### config.mk
export PLATFORM = sky130hd
export DESIGN_NAME = ipd_frame_deframer_flat
export DESIGN_NICKNAME = d
export VERILOG_FILES = /design/src/rtl/ipd_pkg.sv /design/src/rtl/ipd_rx_if.sv /design/src/rtl/ipd_res_if.sv /design/src/rtl/ipd_frame_deframer.sv /design/src/flat_wrapper.sv
export SDC_FILE = /design/constraint.sdc
export NUM_CORES = 1
export LEC_CHECK = 0
export BUFFER_PORTS_ARGS = -buffer_cell sky130_fd_sc_hd__buf_2
export CELL_PAD_IN_SITES_DETAIL_PLACEMENT = 0
export CELL_PAD_IN_SITES_GLOBAL_PLACEMENT = 1
export CORE_AREA = 3 3 184 168
export DETAILED_ROUTE_END_ITERATION = 8
export DIE_AREA = 0 0 187 171
export GPL_ROUTABILITY_DRIVEN = 1
export PLACE_DENSITY_LB_ADDON = 0.08
export SLEW_MARGIN = 5
export SYNTH_ARGS = -nofsm -noshare
export SYNTH_HDL_FRONTEND = slang
export SYNTH_SLANG_ARGS = --single-unit
### constraint.sdc
create_clock -name i_clk -period 9.3 [get_ports i_clk]
set_clock_uncertainty 0.1 [all_clocks]
set_input_delay 0.93 -clock i_clk [delete_from_list [all_inputs] [get_ports i_clk]]
set_output_delay 0.93 -clock i_clk [all_outputs]
set_load 0.005 [all_outputs]
### src/rtl/ipd_pkg.sv
package ipd_pkg;

    // Field widths
    localparam int OPCODE_W = 2;
    localparam int BYTE_W   = 8;
    localparam int KIND_W   = 3;
    localparam int DLEN_W   = 16;
    localparam int ID_W     = 3;
    localparam int CFG_IDX_W  = 2;
    localparam int CFG_DATA_W = 32;
    localparam int CAP_W      = 16;

    // Request opcodes
    localparam logic [OPCODE_W-1:0] OP_BYTE = 2'd0;
    localparam logic [OPCODE_W-1:0] OP_TICK = 2'd1;
    localparam logic [OPCODE_W-1:0] OP_ARM  = 2'd2;

    // Result kinds
    localparam logic [KIND_W-1:0] RK_BYTE    = 3'd0;
    localparam logic [KIND_W-1:0] RK_BAD_ID  = 3'd1;
    localparam logic [KIND_W-1:0] RK_BAD_LEN = 3'd2;
    localparam logic [KIND_W-1:0] RK_HDR_TO  = 3'd3;
    localparam logic [KIND_W-1:0] RK_PAY_TO  = 3'd4;

    // Configuration register indexes
    localparam logic [CFG_IDX_W-1:0] CFG_HDR_TO = 2'd0;
    localparam logic [CFG_IDX_W-1:0] CFG_PAY_TO = 2'd1;
    localparam logic [CFG_IDX_W-1:0] CFG_CAP    = 2'd2;

    // Configuration reset values
    localparam logic [CFG_DATA_W-1:0] HDR_TO_RST = 32'd1000;
    localparam logic [CFG_DATA_W-1:0] PAY_TO_RST = 32'd3000;
    localparam logic [CAP_W-1:0]      CAP_RST    = 16'd2048;

    // Header pattern "+IPD,"
    localparam logic [2:0] HDR_LEN = 3'd5;
    localparam logic [BYTE_W-1:0] CH_PLUS  = 8'h2B;
    localparam logic [BYTE_W-1:0] CH_COMMA = 8'h2C;
    localparam logic [BYTE_W-1:0] CH_COLON = 8'h3A;
    localparam logic [BYTE_W-1:0] CH_ZERO  = 8'h30;
    localparam logic [BYTE_W-1:0] CH_NINE  = 8'h39;
    localparam logic [ID_W-1:0]   MAX_ID   = 3'd4;

    function automatic logic [BYTE_W-1:0] hdr_char(input logic [2:0] pos);
        logic [BYTE_W-1:0] c;
        case (pos)
            3'd0:    c = CH_PLUS;
            3'd1:    c = 8'h49;
            3'd2:    c = 8'h50;
            3'd3:    c = 8'h44;
            3'd4:    c = CH_COMMA;
            default: c = 8'h00;
        endcase
        return c;
    endfunction

endpackage

### src/rtl/ipd_rx_if.sv
interface ipd_rx_if import ipd_pkg::*; ();
    logic                valid;
    logic                ready;
    logic [OPCODE_W-1:0] opcode;
    logic [BYTE_W-1:0]   rx_byte;

    modport source (output valid, opcode, rx_byte, input ready);
    modport sink   (input valid, opcode, rx_byte, output ready);
endinterface

### src/rtl/ipd_res_if.sv
interface ipd_res_if import ipd_pkg::*; ();
    logic              valid;
    logic              ready;
    logic [KIND_W-1:0] result_kind;
    logic [BYTE_W-1:0] payload_byte;
    logic              is_last;
    logic [DLEN_W-1:0] declared_length;
    logic [ID_W-1:0]   conn_id;
    logic              has_id;

    modport source (output valid, result_kind, payload_byte, is_last, declared_length,
                    conn_id, has_id, input ready);
    modport sink   (input valid, result_kind, payload_byte, is_last, declared_length,
                    conn_id, has_id, output ready);
endinterface

### src/rtl/ipd_frame_deframer.sv
// A result is registered: it appears on o_res in the cycle after the request that causes it is taken.
// Throughput: one request per cycle; the single result register is refilled in
// the same cycle it is taken, so i_rx stalls only while a result waits unread.
// Reset (i_rst_n low, synchronous): phase idle, no result pending, registers
// back to 1000 / 3000 / 2048.
module ipd_frame_deframer import ipd_pkg::*; #(
    parameter int LENGTH_BITS = 16
) (
    input  logic                  i_clk,
    input  logic                  i_rst_n,
    ipd_rx_if.sink                i_rx,
    ipd_res_if.source             o_res,
    input  logic                  i_cfg_we,
    input  logic [CFG_IDX_W-1:0]  i_cfg_idx,
    input  logic [CFG_DATA_W-1:0] i_cfg_data
);

    localparam int FW = LENGTH_BITS;
    localparam int CW = (LENGTH_BITS > CAP_W) ? LENGTH_BITS : CAP_W;

    typedef enum logic [2:0] {
        PH_IDLE,
        PH_HUNT,
        PH_HEAD,
        PH_DATA,
        PH_SKIP
    } t_phase;

    // Saturating decimal accumulate: acc * 10 + d
    function automatic logic [FW-1:0] add_digit(input logic [FW-1:0] acc,
                                                input logic [3:0] d);
        logic [FW+3:0] v;
        v = {1'b0, acc, 3'b000} + {3'b000, acc, 1'b0} + {{FW{1'b0}}, d};
        if (v > {4'b0000, {FW{1'b1}}}) begin
            return {FW{1'b1}};
        end
        return v[FW-1:0];
    endfunction

    // Configuration registers
    logic [CFG_DATA_W-1:0] r_hdr_to;
    logic [CFG_DATA_W-1:0] r_pay_to;
    logic [CAP_W-1:0]      r_cap;

    // Parser state
    t_phase          r_phase, n_phase;
    logic [2:0]      r_pos, n_pos;
    logic [FW-1:0]   r_f1, n_f1;
    logic [FW-1:0]   r_f2, n_f2;
    logic            r_stop, n_stop;
    logic            r_comma, n_comma;
    logic [FW-1:0]   r_cnt, n_cnt;
    logic [FW-1:0]   r_tgt, n_tgt;
    logic [31:0]     r_ticks, n_ticks;

    // Result register
    logic              r_out_valid;
    logic [KIND_W-1:0] r_kind;
    logic [BYTE_W-1:0] r_byte;
    logic              r_last;
    logic [DLEN_W-1:0] r_dlen;
    logic [ID_W-1:0]   r_id;
    logic              r_hasid;

    // Combinational result
    logic              w_acc;
    logic              w_emit;
    logic [KIND_W-1:0] w_kind;
    logic [BYTE_W-1:0] w_byte;
    logic              w_last;
    logic [DLEN_W-1:0] w_dlen;
    logic [ID_W-1:0]   w_id;
    logic              w_hasid;

    logic [FW-1:0]     w_len;
    logic [CW-1:0]     w_len_ext;
    logic [CAP_W-1:0]  w_cap_eff;
    logic [CW-1:0]     w_cap_ext;
    logic [FW-1:0]     w_cnt_inc;
    logic [ID_W-1:0]   w_cur_id;
    logic              w_is_digit;
    logic [3:0]        w_digit;

    // Take a request whenever the result register is free or being drained
    assign i_rx.ready = !r_out_valid || o_res.ready;
    assign w_acc      = i_rx.valid && i_rx.ready;

    assign w_len      = r_comma ? r_f2 : r_f1;
    assign w_len_ext  = CW'(w_len);
    assign w_cap_eff  = (r_cap == '0) ? CAP_W'(1) : r_cap;
    assign w_cap_ext  = CW'(w_cap_eff);
    assign w_cnt_inc  = r_cnt + FW'(1);
    assign w_cur_id   = r_comma ? r_f1[ID_W-1:0] : '0;
    assign w_is_digit = (i_rx.rx_byte >= CH_ZERO) && (i_rx.rx_byte <= CH_NINE);
    assign w_digit    = 4'(i_rx.rx_byte - CH_ZERO);

    // Next state and result for the accepted request
    always_comb begin
        n_phase = r_phase;
        n_pos   = r_pos;
        n_f1    = r_f1;
        n_f2    = r_f2;
        n_stop  = r_stop;
        n_comma = r_comma;
        n_cnt   = r_cnt;
        n_tgt   = r_tgt;
        n_ticks = r_ticks;
        w_emit  = 1'b0;
        w_kind  = RK_BYTE;
        w_byte  = '0;
        w_last  = 1'b0;
        w_dlen  = '0;
        w_id    = '0;
        w_hasid = 1'b0;

        if (w_acc) begin
            case (i_rx.opcode)
                OP_BYTE: begin
                    case (r_phase)
                        PH_HUNT: begin
                            // Advance on a pattern match, else restart (a plus sign counts as the first match)
                            if (r_pos < HDR_LEN && i_rx.rx_byte == hdr_char(r_pos)) begin
                                n_pos = r_pos + 3'd1;
                            end else begin
                                n_pos = (i_rx.rx_byte == CH_PLUS) ? 3'd1 : 3'd0;
                            end
                            if (n_pos >= HDR_LEN) begin
                                n_phase = PH_HEAD;
                            end
                        end
                        PH_HEAD: begin
                            if (i_rx.rx_byte == CH_COLON) begin
                                // Check the header fields
                                if (r_comma && r_f1 > FW'(MAX_ID)) begin
                                    n_phase = PH_IDLE;
                                    w_emit  = 1'b1;
                                    w_kind  = RK_BAD_ID;
                                    w_last  = 1'b1;
                                    w_hasid = 1'b1;
                                end else if (w_len == '0) begin
                                    n_phase = PH_IDLE;
                                    w_emit  = 1'b1;
                                    w_kind  = RK_BAD_LEN;
                                    w_last  = 1'b1;
                                    w_id    = w_cur_id;
                                    w_hasid = r_comma;
                                end else begin
                                    n_tgt   = (w_len_ext < w_cap_ext) ? w_len
                                                                      : w_cap_ext[FW-1:0];
                                    n_cnt   = '0;
                                    n_ticks = '0;
                                    n_phase = PH_DATA;
                                end
                            end else if (i_rx.rx_byte == CH_COMMA && !r_comma) begin
                                n_comma = 1'b1;
                                n_stop  = 1'b0;
                            end else if (w_is_digit && !r_stop) begin
                                if (r_comma) begin
                                    n_f2 = add_digit(r_f2, w_digit);
                                end else begin
                                    n_f1 = add_digit(r_f1, w_digit);
                                end
                            end else begin
                                n_stop = 1'b1;
                            end
                        end
                        PH_DATA: begin
                            // Deliver one payload byte
                            n_cnt   = w_cnt_inc;
                            w_emit  = 1'b1;
                            w_kind  = RK_BYTE;
                            w_byte  = i_rx.rx_byte;
                            w_last  = (w_cnt_inc >= r_tgt);
                            w_dlen  = w_len_ext[DLEN_W-1:0];
                            w_id    = w_cur_id;
                            w_hasid = r_comma;
                            if (w_last) begin
                                n_phase = (w_len > r_tgt) ? PH_SKIP : PH_IDLE;
                            end
                        end
                        PH_SKIP: begin
                            // Drop excess payload
                            n_cnt = w_cnt_inc;
                            if (w_cnt_inc >= w_len) begin
                                n_phase = PH_IDLE;
                            end
                        end
                        default: begin
                        end
                    endcase
                end
                OP_TICK: begin
                    if (r_phase != PH_IDLE) begin
                        if (r_ticks != '1) begin
                            n_ticks = r_ticks + 32'd1;
                        end
                        if (r_phase == PH_HUNT || r_phase == PH_HEAD) begin
                            if (n_ticks >= r_hdr_to) begin
                                n_phase = PH_IDLE;
                                w_emit  = 1'b1;
                                w_kind  = RK_HDR_TO;
                                w_last  = 1'b1;
                            end
                        end else if (n_ticks >= r_pay_to) begin
                            n_phase = PH_IDLE;
                            if (r_phase == PH_DATA) begin
                                w_emit  = 1'b1;
                                w_kind  = RK_PAY_TO;
                                w_last  = 1'b1;
                                w_dlen  = w_len_ext[DLEN_W-1:0];
                                w_id    = w_cur_id;
                                w_hasid = r_comma;
                            end
                        end
                    end
                end
                OP_ARM: begin
                    // Drop any receive and restart the hunt
                    n_phase = PH_HUNT;
                    n_pos   = '0;
                    n_f1    = '0;
                    n_f2    = '0;
                    n_stop  = 1'b0;
                    n_comma = 1'b0;
                    n_cnt   = '0;
                    n_tgt   = '0;
                    n_ticks = '0;
                end
                default: begin
                end
            endcase
        end
    end

    // State, configuration and result register
    always_ff @(posedge i_clk) begin
        if (!i_rst_n) begin
            r_hdr_to    <= HDR_TO_RST;
            r_pay_to    <= PAY_TO_RST;
            r_cap       <= CAP_RST;
            r_phase     <= PH_IDLE;
            r_pos       <= '0;
            r_f1        <= '0;
            r_f2        <= '0;
            r_stop      <= 1'b0;
            r_comma     <= 1'b0;
            r_cnt       <= '0;
            r_tgt       <= '0;
            r_ticks     <= '0;
            r_out_valid <= 1'b0;
        end else begin
            if (i_cfg_we) begin
                case (i_cfg_idx)
                    CFG_HDR_TO: r_hdr_to <= i_cfg_data;
                    CFG_PAY_TO: r_pay_to <= i_cfg_data;
                    CFG_CAP:    r_cap    <= i_cfg_data[CAP_W-1:0];
                    default: begin
                    end
                endcase
            end
            r_phase <= n_phase;
            r_pos   <= n_pos;
            r_f1    <= n_f1;
            r_f2    <= n_f2;
            r_stop  <= n_stop;
            r_comma <= n_comma;
            r_cnt   <= n_cnt;
            r_tgt   <= n_tgt;
            r_ticks <= n_ticks;
            if (w_emit) begin
                r_out_valid <= 1'b1;
            end else if (o_res.ready) begin
                r_out_valid <= 1'b0;
            end
        end
        if (w_emit) begin
            r_kind  <= w_kind;
            r_byte  <= w_byte;
            r_last  <= w_last;
            r_dlen  <= w_dlen;
            r_id    <= w_id;
            r_hasid <= w_hasid;
        end
    end

    assign o_res.valid           = r_out_valid;
    assign o_res.result_kind     = r_kind;
    assign o_res.payload_byte    = r_byte;
    assign o_res.is_last         = r_last;
    assign o_res.declared_length = r_dlen;
    assign o_res.conn_id         = r_id;
    assign o_res.has_id          = r_hasid;

    // Idle requests never produce a result
    a_idle_silent: assert property (@(posedge i_clk) disable iff (!i_rst_n)
        (r_phase == PH_IDLE) |-> !w_emit)
        else $error("result produced while idle");

    // Only payload bytes may be non-final
    a_err_last: assert property (@(posedge i_clk) disable iff (!i_rst_n)
        (o_res.valid && !o_res.is_last) |-> (o_res.result_kind == RK_BYTE))
        else $error("error result without last flag");

    // Delivery count stays below the target while delivering
    a_cnt_bound: assert property (@(posedge i_clk) disable iff (!i_rst_n)
        (r_phase == PH_DATA) |-> (r_cnt < r_tgt))
        else $error("payload count reached target in data phase");

    // Header match position stays inside the pattern while hunting
    a_pos_bound: assert property (@(posedge i_clk) disable iff (!i_rst_n)
        (r_phase == PH_HUNT) |-> (r_pos < HDR_LEN))
        else $error("header match position out of range");

    // Arm always restarts the hunt
    a_arm_hunt: assert property (@(posedge i_clk) disable iff (!i_rst_n)
        (w_acc && i_rx.opcode == OP_ARM) |=> (r_phase == PH_HUNT))
        else $error("arm did not restart the hunt");

endmodule
### src/flat_wrapper.sv
// flat-port wrapper written by rule: the top's interface ports become plain ports
module ipd_frame_deframer_flat import ipd_pkg::*;
#(
    parameter int LENGTH_BITS = 16
)
  (i_clk, i_rst_n, i_cfg_we, i_cfg_idx, i_cfg_data, i_rx_valid, i_rx_opcode, i_rx_rx_byte, i_rx_ready, o_res_valid, o_res_result_kind, o_res_payload_byte, o_res_is_last, o_res_declared_length, o_res_conn_id, o_res_has_id, o_res_ready);
  ipd_rx_if i_rx_i ();
  ipd_res_if o_res_i ();
  input  logic i_clk;
  input  logic i_rst_n;
  input  logic i_cfg_we;
  input  logic [CFG_IDX_W-1:0] i_cfg_idx;
  input  logic [CFG_DATA_W-1:0] i_cfg_data;
  input wire logic [$bits(i_rx_i.valid)-1:0] i_rx_valid;
  input wire logic [$bits(i_rx_i.opcode)-1:0] i_rx_opcode;
  input wire logic [$bits(i_rx_i.rx_byte)-1:0] i_rx_rx_byte;
  output wire logic [$bits(i_rx_i.ready)-1:0] i_rx_ready;
  output wire logic [$bits(o_res_i.valid)-1:0] o_res_valid;
  output wire logic [$bits(o_res_i.result_kind)-1:0] o_res_result_kind;
  output wire logic [$bits(o_res_i.payload_byte)-1:0] o_res_payload_byte;
  output wire logic [$bits(o_res_i.is_last)-1:0] o_res_is_last;
  output wire logic [$bits(o_res_i.declared_length)-1:0] o_res_declared_length;
  output wire logic [$bits(o_res_i.conn_id)-1:0] o_res_conn_id;
  output wire logic [$bits(o_res_i.has_id)-1:0] o_res_has_id;
  input wire logic [$bits(o_res_i.ready)-1:0] o_res_ready;
  assign i_rx_i.valid = i_rx_valid;
  assign i_rx_i.opcode = i_rx_opcode;
  assign i_rx_i.rx_byte = i_rx_rx_byte;
  assign i_rx_ready = i_rx_i.ready;
  assign o_res_valid = o_res_i.valid;
  assign o_res_result_kind = o_res_i.result_kind;
  assign o_res_payload_byte = o_res_i.payload_byte;
  assign o_res_is_last = o_res_i.is_last;
  assign o_res_declared_length = o_res_i.declared_length;
  assign o_res_conn_id = o_res_i.conn_id;
  assign o_res_has_id = o_res_i.has_id;
  assign o_res_i.ready = o_res_ready;
  ipd_frame_deframer #(.LENGTH_BITS(LENGTH_BITS)) u_core (.i_clk(i_clk), .i_rst_n(i_rst_n), .i_rx(i_rx_i), .o_res(o_res_i), .i_cfg_we(i_cfg_we), .i_cfg_idx(i_cfg_idx), .i_cfg_data(i_cfg_data));
endmodule
==> results.md, run 1 <==
- The worst hold path was traced through 2 stages.
- The share of the Yosys chip area taken by registers is 0.316.
- The capture endpoint of the worst hold path is u_core.r_tgt[9].
- The max capacitance violation total is 0.
- The ratio of final minimum period to clock period is 0.576.
- The required time at the worst-slack endpoint is 9.33 ns.
- Of the cells placed in the final design, the portion with a size suffix greater than 1 is 0.0835.
- The Yosys step of the flow raised 0 warnings.
- Measured along the x axis, the die boundary spans 187 um.
- Once the clock tree was built, the resizer swapped 0 gates to a different size.
- The number of global-route vias before repair is 12300.
- The layout overhead on the synthesized area is 10.3%.
- The total of endpoints with negative setup slack in the final report is 0.
- The number of buffers between clock root and the deepest sink is 3.
- The core occupancy in the finished layout is 0.561.
- The slew at the pin closest to its max-slew limit is 1.20 ns.
- TritonCTS built the clock tree.
- The worst setup path is captured at a flip-flop.
- The arrival time reported for the critical path endpoint is 5.39 ns.
- Counting flops and latches in the post-synthesis netlist gives 217.
- The final hold violation count is 0.
- The reported leakage power is around 7 nW.
- The largest registers in the layout are u_core.r_hdr_to x32, u_core.r_pay_to x32, u_core.r_ticks x32.
- In the routed design, unresolved DRC markers number 0.
- The die is 171 um tall.
- Of all flip-flops after synthesis, the portion carrying an async set or reset was 0.
- The number of enable flip-flop cells after synthesis is 32.
- The critical path launch point type is a flip-flop.
- The main flop type after synthesis is sky130_fd_sc_hd__dfxtp_1.
- Clock-pin slew was measured on the worst setup and hold paths at ~0.06 ns.
- The total power is 2.13 mW.
- The number of port buffers is 82.
- Once layout is done, the placed cells without fillers occupy about 16000 um2.
- In the global route stage, overall resource usage came out at 0.243.
- The via total after detailed routing is ~13000.
- The maximum level of the CTS H-tree is 1.
- The flow ran to the end, and the final reports show no timing, DRC or antenna violations.
- Once the clock tree was built, the setup fixing pass inserted 0 buffers.
- The net count of the finished layout is roughly 2100.
- The startpoint of the most critical register-to-register path is u_core.r_ticks[6].
- Static timing analysis puts the maximum clock frequency at 187 MHz.
- The highest fanout seen on the critical path is 32.
- After clock tree synthesis, the flow added hold-fix buffers numbering 0.
- The total placed instance area is 15500 um2.
- Dividing the detail-routed wire length by the instance count gives 17.4 um.
- For the worst-skew pair, the clock arrives at the later sink with an insertion delay of 0.52 ns.
- Buffers inserted during clock tree synthesis total 25.
- The maximum number of pins on one net before global-route repair is 104.
- Global routing finished with a remaining overflow of 0.
- The count of antenna-violating nets left after detailed routing is 0.
- The floorplan die area is between 30000 and 40000 um2.
- The standard cell core area is 29000 um2.
- After detailed routing, the number of vias per cell comes to ~5.7.
- The post-synthesis instance total is around 1800.
- The number of inserted diodes is 0.
- The first-pass GRT wire length is 64300 um.
- The overall routed net length is 39500 um.
- The critical path class is reg -> reg.
- The register-to-register setup slack is between 3 and 4 ns.
- The final number of max-transition violations is 0.
- Setup repair after global routing left no endpoint under its margin.
- The first routing iteration left between 800 and 900 violations.
- The clock tree root driver cell is sky130_fd_sc_hd__clkbuf_16.
- Before antenna repair, the detailed router went through 6 iterations.
- The final HPWL from detailed placement is 29500 um.
- After routing, the total negative slack on setup checks comes to 0 ns.
- The class of the most critical hold timing path is reg -> reg.
- Routability-driven placement finished with a final weighted congestion of 0.887.
- The initial core utilization is 0.508.
- The destination of the worst register-to-register timing path is u_core.o_res.declared_length[4].
- The worst hold path startpoint is u_core.r_tgt[9].
- The number of placement rows is 59.
- The ratio of total power to cell area is 131 nW/um2.
- The initial antenna violation count is 0.
- The average instance in the mapped netlist occupies ~8 um2.
- The worst voltage drop across the vdd grid is 0.000126 V.
- Summing every instance area after synthesis gives 14700 um2.
- The worst path needs 5.36 ns of the cycle, external delays included.
- The net count of the mapped netlist is about 2100.
- For the worst flop-to-flop path, the logic depth is 15.
- The clock sink count is roughly 220.
- The worst slack on hold paths is ~0.35 ns.
- The number of unique standard cell types used by synthesis is 74.
- The top-level I/O count is 83.
- The worst pin sits at a relative slew slack of 0.201.
cells in the mapped netlist (5+ instances only):
cell type                  instances  area, um2
sky130_fd_sc_hd__a211oi_1         14        105
sky130_fd_sc_hd__a21o_1           35        263
sky130_fd_sc_hd__a21oi_1         157        786
sky130_fd_sc_hd__a22oi_1           8       60.1
sky130_fd_sc_hd__a31oi_1          12       75.1
sky130_fd_sc_hd__and2_1           18        113
sky130_fd_sc_hd__and3_1           15       93.8
sky130_fd_sc_hd__and4_1           10       87.6
sky130_fd_sc_hd__clkbuf_1         63        236
sky130_fd_sc_hd__dfxtp_1         185       3700
sky130_fd_sc_hd__edfxtp_1         32        961
sky130_fd_sc_hd__ha_1            200       2500
sky130_fd_sc_hd__inv_1           136        510
sky130_fd_sc_hd__mux2i_1          34        340
sky130_fd_sc_hd__nand2_1         293       1100
sky130_fd_sc_hd__nand2b_1          6       37.5
sky130_fd_sc_hd__nand3_1          57        285
sky130_fd_sc_hd__nand3b_1         10       75.1
sky130_fd_sc_hd__nand4_1          34        213
sky130_fd_sc_hd__nor2_1          101        379
sky130_fd_sc_hd__nor2b_1          14       87.6
sky130_fd_sc_hd__nor3_1           19       95.1
sky130_fd_sc_hd__nor3b_1           8       60.1
sky130_fd_sc_hd__nor4_1           15       93.8
sky130_fd_sc_hd__o211ai_1         23        173
sky130_fd_sc_hd__o21a_1           22        165
sky130_fd_sc_hd__o21ai_0         104        521
sky130_fd_sc_hd__o21ai_1          13       65.1
sky130_fd_sc_hd__or2_2             5       31.3
sky130_fd_sc_hd__or3_1            17        106
sky130_fd_sc_hd__or4_1             5       37.5
sky130_fd_sc_hd__xnor2_1          50        438
sky130_fd_sc_hd__xor2_1           18        158
metrics by stage:
step	worst slack (ns)	instances
final	3.94	2276
after global routing	3.35	2276
after CTS	3.97	2276
after detailed placement	3.99	2231
after global placement	4.08	2231
after floorplan	3.88	1815
per-layer routing:
layer  track usage  up-vias  wire (um)
met3        0.0318       55       2050
met4        0.0634        0       1020
met5             0        -          0
met2         0.371      310      16500
li1              -     6517          -
met1         0.362     6149      19900
cells in the final DEF, fill, tap and decap left out, types with 12 or more instances in the layout:
| master | n |
|---|---|
| sky130_fd_sc_hd__a211oi_1 | 14 |
| sky130_fd_sc_hd__a21o_1 | 35 |
| sky130_fd_sc_hd__a21oi_1 | 156 |
| sky130_fd_sc_hd__a31oi_1 | 12 |
| sky130_fd_sc_hd__and2_1 | 18 |
| sky130_fd_sc_hd__and3_1 | 15 |
| sky130_fd_sc_hd__buf_2 | 82 |
| sky130_fd_sc_hd__clkbuf_16 | 25 |
| sky130_fd_sc_hd__clkinv_2 | 12 |
| sky130_fd_sc_hd__dfxtp_1 | 185 |
| sky130_fd_sc_hd__edfxtp_1 | 32 |
| sky130_fd_sc_hd__ha_1 | 200 |
| sky130_fd_sc_hd__inv_1 | 136 |
| sky130_fd_sc_hd__mux2i_1 | 34 |
| sky130_fd_sc_hd__nand2_1 | 293 |
| sky130_fd_sc_hd__nand3_1 | 57 |
| sky130_fd_sc_hd__nand4_1 | 34 |
| sky130_fd_sc_hd__nor2_1 | 101 |
| sky130_fd_sc_hd__nor2b_1 | 14 |
| sky130_fd_sc_hd__nor3_1 | 18 |
| sky130_fd_sc_hd__nor4_1 | 15 |
| sky130_fd_sc_hd__o211ai_1 | 23 |
| sky130_fd_sc_hd__o21a_1 | 22 |
| sky130_fd_sc_hd__o21ai_0 | 104 |
| sky130_fd_sc_hd__o21ai_1 | 13 |
| sky130_fd_sc_hd__or3_1 | 17 |
| sky130_fd_sc_hd__xnor2_1 | 50 |
| sky130_fd_sc_hd__xor2_1 | 18 |
final cells by class:
class	instances	area, um2
clock inverter	18	178
sequential	217	4660
inverter	138	519
clock buffer	27	633
timing repair buffer	92	485
tap	396	495
multi-input combinational	1388	9290
fill	2796	12700
logic make-up after synthesis:
logic type      synth area share
simple gates               0.203
compound gates             0.182
flops                      0.316
buf+inv                   0.0553
fa+ha+maj                  0.175
xor+xnor                  0.0404
mux                       0.0279
report_power, final:
part	switching (mW)	leakage [nW]	internal [mW]	total (mW)
Clock	0.413	0.404	0.577	0.990
Sequential	0.0115	1.82	0.963	0.975
Combinational	0.107	4.84	0.0575	0.165
worst max-delay path: stages, from the launching register on:
cell and delay, ns:
sky130_fd_sc_hd__dfxtp_1 0.45, sky130_fd_sc_hd__and4_1 0.35, sky130_fd_sc_hd__nand3_1 0.20, sky130_fd_sc_hd__nor4_1 0.65, sky130_fd_sc_hd__nor2_1 0.24, sky130_fd_sc_hd__nand2_1 0.18
sky130_fd_sc_hd__xnor2_1 0.13, sky130_fd_sc_hd__ha_1 0.32, sky130_fd_sc_hd__nand4_1 0.15, sky130_fd_sc_hd__nor4_1 0.48, sky130_fd_sc_hd__a2bb2oi_1 0.13, sky130_fd_sc_hd__nand3_1 0.13
sky130_fd_sc_hd__a21oi_1 0.07, sky130_fd_sc_hd__nand3b_1 0.23, sky130_fd_sc_hd__and2_1 0.24, sky130_fd_sc_hd__a21oi_4 0.90
worst max path at each step:
stage,start,cells after the start,slack [ns],endpoint
finish,u_core.r_ticks[6],15,3.94,u_core.o_res.declared_length[4]
global route,u_core.r_ticks[6],15,3.35,u_core.o_res.declared_length[4]
CTS,u_core.r_ticks[6],15,3.97,u_core.o_res.declared_length[4]
detailed placement,u_core.r_ticks[6],14,3.99,u_core.o_res.declared_length[14]
global placement,u_core.r_ticks[6],14,4.08,u_core.o_res.declared_length[14]
floorplan,u_core.r_ticks[6],17,3.88,u_core.o_res.conn_id[0]
Power figures use the tool's default switching activity.
==> run 2: changes to the inputs <==
Settings changed: CORE_AREA 3 3 184 168 to 3 3 200 182, DIE_AREA 0 0 187 171 to 0 0 203 185.
Clock period 9.3 ns to 4.5 ns, I/O delays scaled along.
==> run 2 against run 1 <==
Compared with the run above:
- utilization fell by 5.1 points
- fmax rose by 27%
- worst hold slack got worse by 0.29 ns
- wire length grew 11%
- register-to-register slack worse by 3.7 ns
- clock power rose by 120%
- flip-flop and latch count stayed put
- total power increased by 120%
- critical endpoint is now u_core.o_res.payload_byte[3]
- largest power group unchanged
==> results.md, run 2 (synthesis results as in run 1) <==
- The switching part of the total power is 0.250 (about the same).
- The combinational power share is 0.078 (was 0.077).
- The type of element capturing the critical path is a flip-flop (unchanged).
- The number of global-route vias before repair is 13000 (was 12300).
- The average routed wire per standard cell is 17.8 um (was 17.4 um).
- The number of detailed-route iterations in the first pass is 6 (unchanged).
- The total of endpoints with negative setup slack in the final report came to 0 (unchanged).
- The clock tree from TritonCTS was done (unchanged).
- Commonest cells after routing, fill and taps aside: sky130_fd_sc_hd__nand2_1, sky130_fd_sc_hd__ha_1, sky130_fd_sc_hd__dfxtp_1 (unchanged).
- The class of the most critical hold timing path is in -> reg (was reg -> reg).
- The number of buffers and inverters on the critical path came to 3 (was 0).
- The worst setup timing slack at the placement stage is -0.407 ns (was 3.99 ns).
- The slew at the pin closest to its max-slew limit came to 1.04 ns (was 1.20 ns).
- The internal power was 3.44 mW (was 1.60 mW).
- The clock power share is 0.483 (was 0.465).
- The required time at the worst-slack endpoint is 4.70 ns (was 9.33 ns).
- The number of nets in the final layout came to 2237 (was 2115).
- The delay contributed by the slowest stage of the critical path is 0.32 ns (was 0.90 ns).
- The initial antenna violation count is 0 (unchanged).
- The number of standard cells in the final layout excluding fillers is 2467 (was 2276).
- The via total after detailed routing is 13400 (was 13000).
- The startpoint of the most critical register-to-register path is u_core.r_ticks[9] (was u_core.r_ticks[6]).
- The number of placement rows came to 64 (was 59).
- The clock period minus worst slack is 4.23 ns (was 5.36 ns).
- The die boundary height came to 185 um (was 171 um).
- Unrepaired setup endpoints after global routing: no (unchanged).
- The setup total negative slack is 0 ns (unchanged).
- The final worst slack came to 0.267 ns (was 3.94 ns).
- The relative max-transition margin is 0.300 (was 0.201).
- The slowest cell on the critical path is sky130_fd_sc_hd__dfxtp_1 (was sky130_fd_sc_hd__a21oi_4).
- The clock sink count is 217 (unchanged).
- The number of buffers between clock root and the deepest sink is 3 (unchanged).
- The final number of max-transition violations was 0 (unchanged).
- The sequential power share is 0.439 (was 0.458).
- The horizontal extent of the die is 203 um (was 187 um).
- The ratio of cells with drive above 1 in the final layout was 0.143 (was 0.0835).
- The final-layout fill cell count was 3414 (was 2796).
- The commonest non-fill, non-tap cell in the layout is sky130_fd_sc_hd__nand2_1 (unchanged).
- The routability congestion estimate from global placement is 0.847 (was 0.887).
- The reported leakage power is 7.72 nW (was 7.06 nW).
- The worst hold path startpoint is i_cfg_data[26] (was u_core.r_tgt[9]).
- The family of cells with the greatest summed delay on the critical path is simple AND/OR/NAND/NOR gates (unchanged).
- The maximum clock frequency is 236 MHz (was 187 MHz).
- The arrival time reported for the critical path endpoint was 4.43 ns (was 5.39 ns).
- The insertion delay to the later sink of the worst-skew pair is 0.55 ns (was 0.52 ns).
- The count of antenna-violating nets left after detailed routing is 0 (unchanged).
- The beginning of the critical path is u_core.r_ticks[9] (was u_core.r_ticks[6]).
- The top-level I/O count is 83 (unchanged).
- The ratio of final minimum period to clock period was 0.941 (was 0.576).
- The number of DRC markers after the initial detailed-route iteration was 812 (was 875).
- The initial core utilization came to 0.431 (was 0.508).
- The clock tree root driver cell is sky130_fd_sc_hd__clkbuf_16 (unchanged).
- The number of design rule violations left after detail routing is 0 (unchanged).
- The layout overhead on the synthesized area is 18.1% (was 10.3%).
- The total track usage is 0.233 (was 0.243).
- The ratio of total power to cell area is 264 nW/um2 (was 131 nW/um2).
- The final HPWL from detailed placement is 33000 um (was 29500 um).
- The first-pass GRT wire length was 70700 um (was 64300 um).
- The maximum number of pins on one net before global-route repair is 76 (was 104).
- The number of buffers created by CTS is 26 (was 25).
- Result of the run: complete, no violations (unchanged).
- The final hold violation count was 0 (unchanged).
- The floorplan die area came to 37600 um2 (was 32000 um2).
- The critical path class is reg -> reg (unchanged).
- The critical path launch point type is a flip-flop (unchanged).
- The number of port buffers is 82 (unchanged).
- The maximum level of the CTS H-tree is 1 (unchanged).
- Registers with the most flip-flops: u_core.r_hdr_to x32, u_core.r_pay_to x32, u_core.r_ticks x32 (unchanged).
- The highest fanout seen on the critical path is 16 (was 32).
- The hold buffer count at cts is 0 (unchanged).
- The core occupancy in the finished layout is 0.509 (was 0.561).
- The clock-pin transition on the worst setup and hold timing paths is 0.06 ns (about the same).
- The worst voltage drop across the vdd grid is 0.000255 V (was 0.000126 V).
- The net switching power is 1.15 mW (was 532 uW).
- The cell total after placement is 2413 (was 2231).
- The number of vias per cell is 5.42 (was 5.73).
- The worst slack on hold paths is 0.0547 ns (was 0.348 ns).
- The max capacitance violation total is 0 (unchanged).
- The leftover overflow at the end of global routing is 0 (unchanged).
- The overall routed net length is 43800 um (was 39500 um).
- Cell breakdown of the critical path: and4_2 > nand3_1 > buf_4 > nor4_1 > buf_4 > nor2_1 > nand2_1 > xnor2_1 > ha_1 > and3_1 > a221oi_1 > o21ai_1 > a41o_1 > a21oi_2 > nand3b_1 > and2_4 > a21oi_4 > buf_12 (was and4_1 > nand3_1 > nor4_1 > nor2_1 > nand2_1 > xnor2_1 > ha_1 > nand4_1 > nor4_1 > a2bb2oi_1 > nand3_1 > a21oi_1 > nand3b_1 > and2_1 > a21oi_4).
- The standard cell core area is 34200 um2 (was 29000 um2).
- Counting stages on the worst path, the most repeated cell is sky130_fd_sc_hd__buf_4.
-- run 2: worst paths after layout --
check | end | depth (start not counted) | slack (ns)
worst max-delay path | u_core.o_res.payload_byte[3] | 18 | 0.27
worst min-delay path | u_core.r_hdr_to[26] | 3 | 0.05
worst max register to register | u_core.o_res.payload_byte[3] | 18 | 0.27
worst min register to register | u_core.r_tgt[13] | 2 | 0.35
-- run 2: final cells by class --
class	instances	area (um2)	area share
diodes	1	2.50	0.000144
clock buffers	38	779	0.0448
clock inverters	10	110	0.00632
inverters	138	519	0.0298
multi-input cells	1389	9350	0.537
flip-flops and latches	217	4660	0.268
well taps	462	578	0.0332
repair buffers	212	1410	0.0811
-- run 2: repair_timing --
| action | 4_1_cts | 5_1_grt |
|---|---|---|
| gates cloned | 1 | 0 |
| endpoints found under the setup margin | 32 | 57 |
| buffers inserted | 4 | 0 |
| resized for setup | 3 | 15 |
| pin swaps | 2 | 0 |
-- run 2: per-stage QoR --
step	power [mW]	instance area (um2)
floorplan	2.28	14800
global placement	2.41	16400
detailed placement	2.41	16400
CTS	4.65	17400
global route	4.77	17400
finish	4.59	17400
-- run 2: power by group through the flow --
stage               registers [mW]  logic, mW  clock network [mW]
CTS                           2.01      0.360                2.27
floorplan                     2.05      0.229                   0
finish                        2.01      0.360                2.21
detailed placement            2.06      0.357                   0
global placement              2.06      0.354                   0
global route                  2.02      0.405                2.34
-- run 2: tightest hold or removal path: stages --
cell,delay [ns]
sky130_fd_sc_hd__buf_2,0.10
sky130_fd_sc_hd__nand2_1,0.05
sky130_fd_sc_hd__a21oi_1,0.05
-- run 2: routing by layer --
metal	GRT usage	up-vias	routed length [um]
met4	0.0507	0	958
met2	0.357	278	18300
li1	-	6761	-
met5	0	-	0
met3	0.0339	61	2220
met1	0.348	6277	22400
==> run 3: changes to the inputs <==
Settings changed: CORE_AREA 3 3 200 182 to 3 3 197 180, CTS_BUF_LIST set to sky130_fd_sc_hd__clkbuf_8, DIE_AREA 0 0 203 185 to 0 0 200 183, HOLD_SLACK_MARGIN set to 0.06, MAX_ROUTING_LAYER set to met4.
==> run 3 against run 2 <==
Compared with the run above:
- combinational power up 5%
- largest power group is now sequential cells
- global-route usage up 0.68 points
- first-iteration DRC count fell by 1.8%
- worst hold slack better by 0.070 ns
==> results.md, run 3 (synthesis results as in run 1) <==
- Commonest cells after routing, fill and taps aside: sky130_fd_sc_hd__nand2_1, sky130_fd_sc_hd__ha_1, sky130_fd_sc_hd__dfxtp_1 (unchanged).
- The capture endpoint of the worst hold path was u_core.o_res.payload_byte[6] (was u_core.r_hdr_to[26]).
- The startpoint of the most critical register-to-register path is u_core.r_ticks[5] (was u_core.r_ticks[9]).
- The highest fanout seen on the critical path is 8 (was 16).
- The insertion delay to the later sink of the worst-skew pair was 0.57 ns (was 0.55 ns).
- The count of antenna-violating nets left after detailed routing came to 0 (unchanged).
- The maximum clock frequency is 229 MHz (was 236 MHz).
- The floorplan die area is 36600 um2 (was 37600 um2).
- The critical path class was reg -> reg (unchanged).
- The clock-pin transition on the worst setup and hold timing paths is 0.06 ns (about the same).
- The initial core utilization is 0.438 (was 0.431).
- The reported leakage power is 7.61 nW (was 7.72 nW).
- The critical path launch point type is a flip-flop (unchanged).
- The number of port buffers is 82 (unchanged).
- The max capacitance violation total was 0 (unchanged).
- The ratio of final minimum period to clock period is 0.969 (was 0.941).
- The horizontal extent of the die came to 200 um (was 203 um).
- The maximum level of the CTS H-tree came to 2 (was 1).
- The initial antenna violation count came to 0 (unchanged).
- The slew at the pin closest to its max-slew limit is 0.945 ns (was 1.04 ns).
- The maximum number of pins on one net before global-route repair is 74 (was 76).
- The logic depth of the worst register-to-register path came to 17 (was 18).
- The destination of the worst register-to-register timing path is u_core.o_res.declared_length[1] (was u_core.o_res.payload_byte[3]).
- The ratio of total power to cell area came to 248 nW/um2 (was 264 nW/um2).
- The register-to-register setup slack is 0.14 ns (was 0.27 ns).
- The number of buffers created by CTS is 41 (was 26).
- The top-level I/O count is 83 (unchanged).
- The ratio of cells with drive above 1 in the final layout is 0.129 (was 0.143).
- The clock tree from TritonCTS is done (unchanged).
- The total of endpoints with negative setup slack in the final report is 0 (unchanged).
- The number of vias per cell came to 5.43 (was 5.42).
- The number of stages on the worst hold path is 2 (was 3).
- The commonest non-fill, non-tap cell in the layout was sky130_fd_sc_hd__nand2_1 (unchanged).
- The number of detailed-route iterations in the first pass is 5 (was 6).
- The relative max-transition margin is 0.365 (was 0.300).
- The required time at the worst-slack endpoint is 4.68 ns (was 4.70 ns).
- The cell repeated most along the worst path is sky130_fd_sc_hd__o21ai_1 (was sky130_fd_sc_hd__buf_4).
- The standard cell core area is 33700 um2 (was 34200 um2).
- The via total after detailed routing was 13400 (about the same).
- The total track usage is 0.240 (was 0.233).
- The clock period minus worst slack came to 4.36 ns (was 4.23 ns).
- The first-pass GRT wire length was 68300 um (was 70700 um).
- The number of buffers between clock root and the deepest sink is 3 (unchanged).
- The number of design rule violations left after detail routing was 0 (unchanged).
- The worst slack on hold paths is 0.125 ns (was 0.0547 ns).
- The delay contributed by the slowest stage of the critical path is 0.39 ns (was 0.32 ns).
- The number of global-route vias before repair was 12700 (was 13000).
- The final number of max-transition violations is 0 (unchanged).
- The number of DRC markers after the initial detailed-route iteration is 797 (was 812).
- The overall routed net length is 43500 um (was 43800 um).
- The worst hold path startpoint is i_rx_rx_byte[6] (was i_cfg_data[26]).
- The die boundary height is 183 um (was 185 um).
- The clock sink count was 217 (unchanged).
- The layout overhead on the synthesized area is 17.2% (was 18.1%).
- The worst voltage drop across the vdd grid is 0.000168 V (was 0.000255 V).
- The number of inserted diodes is 0 (was 1).
- The type of element capturing the critical path is a flip-flop (unchanged).
- Registers with the most flip-flops: u_core.r_hdr_to x32, u_core.r_pay_to x32, u_core.r_ticks x32 (unchanged).
- The total power came to 4.28 mW (was 4.59 mW).
- The number of placement rows was 64 (unchanged).
- The average routed wire per standard cell came to 17.7 um (was 17.8 um).
- Cell breakdown of the critical path: and4_4 > nand3_1 > or2_2 > a211oi_4 > nand4_1 > xnor2_2 > ha_1 > o21ai_0 > a2111oi_2 > o21ai_1 > o211ai_1 > a31oi_1 > o21ai_1 > nand2_1 > a21oi_4 > buf_12 > clkbuf_16 (was and4_2 > nand3_1 > buf_4 > nor4_1 > buf_4 > nor2_1 > nand2_1 > xnor2_1 > ha_1 > and3_1 > a221oi_1 > o21ai_1 > a41o_1 > a21oi_2 > nand3b_1 > and2_4 > a21oi_4 > buf_12).
- The class of the most critical hold timing path is in -> reg (unchanged).
- The number of nets in the final layout is 2218 (was 2237).
- Result of the run: complete, no violations (unchanged).
- The clock tree root driver cell is sky130_fd_sc_hd__clkbuf_8 (was sky130_fd_sc_hd__clkbuf_16).
- The final hold violation count is 0 (unchanged).
- The routability congestion estimate from global placement is 0.850 (was 0.847).
- The arrival time reported for the critical path endpoint came to 4.54 ns (was 4.43 ns).
- The final HPWL from detailed placement was 32200 um (was 33000 um).
- The slowest cell on the critical path is sky130_fd_sc_hd__or2_2 (was sky130_fd_sc_hd__dfxtp_1).
- The leftover overflow at the end of global routing is 0 (unchanged).
[run 3: worst max path at each step]
| stage | to | slack, ns | start | cells after the start |
|---|---|---|---|---|
| 3_3_place_gp | u_core.o_res.conn_id[1] | 0.002 | u_core.r_ticks[9] | 16 |
| 5_1_grt | u_core.o_res.declared_length[1] | -0.03 | u_core.r_ticks[5] | 17 |
| 3_5_place_dp | u_core.o_res.conn_id[1] | -0.08 | u_core.r_ticks[9] | 16 |
| 2_1_floorplan | u_core.o_res.conn_id[0] | 0.07 | u_core.r_ticks[6] | 17 |
| 6_report | u_core.o_res.declared_length[1] | 0.14 | u_core.r_ticks[5] | 17 |
| 4_1_cts | u_core.o_res.has_id | 0.004 | u_core.r_ticks[9] | 15 |
[run 3: power breakdown]
group / total [mW] / switching [mW] / leakage [nW] / internal [mW]
Clock: 1.89 / 0.898 / 0.475 / 0.990
Combinational: 0.379 / 0.232 / 5.32 / 0.146
Sequential: 2.02 / 0.0237 / 1.82 / 1.99
Total: 4.28 / 1.15 / 7.61 / 3.13
[run 3: repair_timing]
action	4_1_cts	5_1_grt
setup endpoints to repair	35	56
hold buffers	32	0
pin swaps	0	6
gates cloned	0	3
endpoints found under the hold margin	74	0
buffers inserted	0	3
resized for setup	3	42
[run 3: layout make-up]
type / instances / area, um2
Fill cell: 3353 / 16400
Clock buffer: 49 / 674
Clock inverter: 26 / 113
Timing Repair Buffer: 179 / 1290
Tap cell: 462 / 578
Inverter: 138 / 519
Multi-Input combinational cell: 1388 / 9440
Sequential cell: 217 / 4670
[run 3: layer usage]
layer,vias to the layer above,routed length [um],global-route usage
met5,-,0,-
li1,6735,-,-
met4,0,873,0.0575
met3,55,1860,0.0327
met1,6318,22400,0.355
met2,245,18400,0.346
[run 3: worst max-delay path: cells and delay by family (launching register included)]
family	cells	cell delay, ns
compound gates	8	1.59
simple gates	5	1.15
flops	1	0.37
fa+ha+maj	1	0.34
buf+inv	2	0.31
xor+xnor	1	0.19
[run 3: metrics by stage]
stage	setup TNS [ns]	cells	utilization	instance area (um2)	setup WS [ns]
6_report	0	2459	0.513	17300	0.139
5_1_grt	-0.391	2459	0.513	17300	-0.0288
4_1_cts	0	2453	0.506	17000	0.00395
3_5_place_dp	-1.12	2346	0.472	15900	-0.0841
3_3_place_gp	0	2346	0.472	15900	0.00169
2_1_floorplan	0	1815	-	14800	0.0702
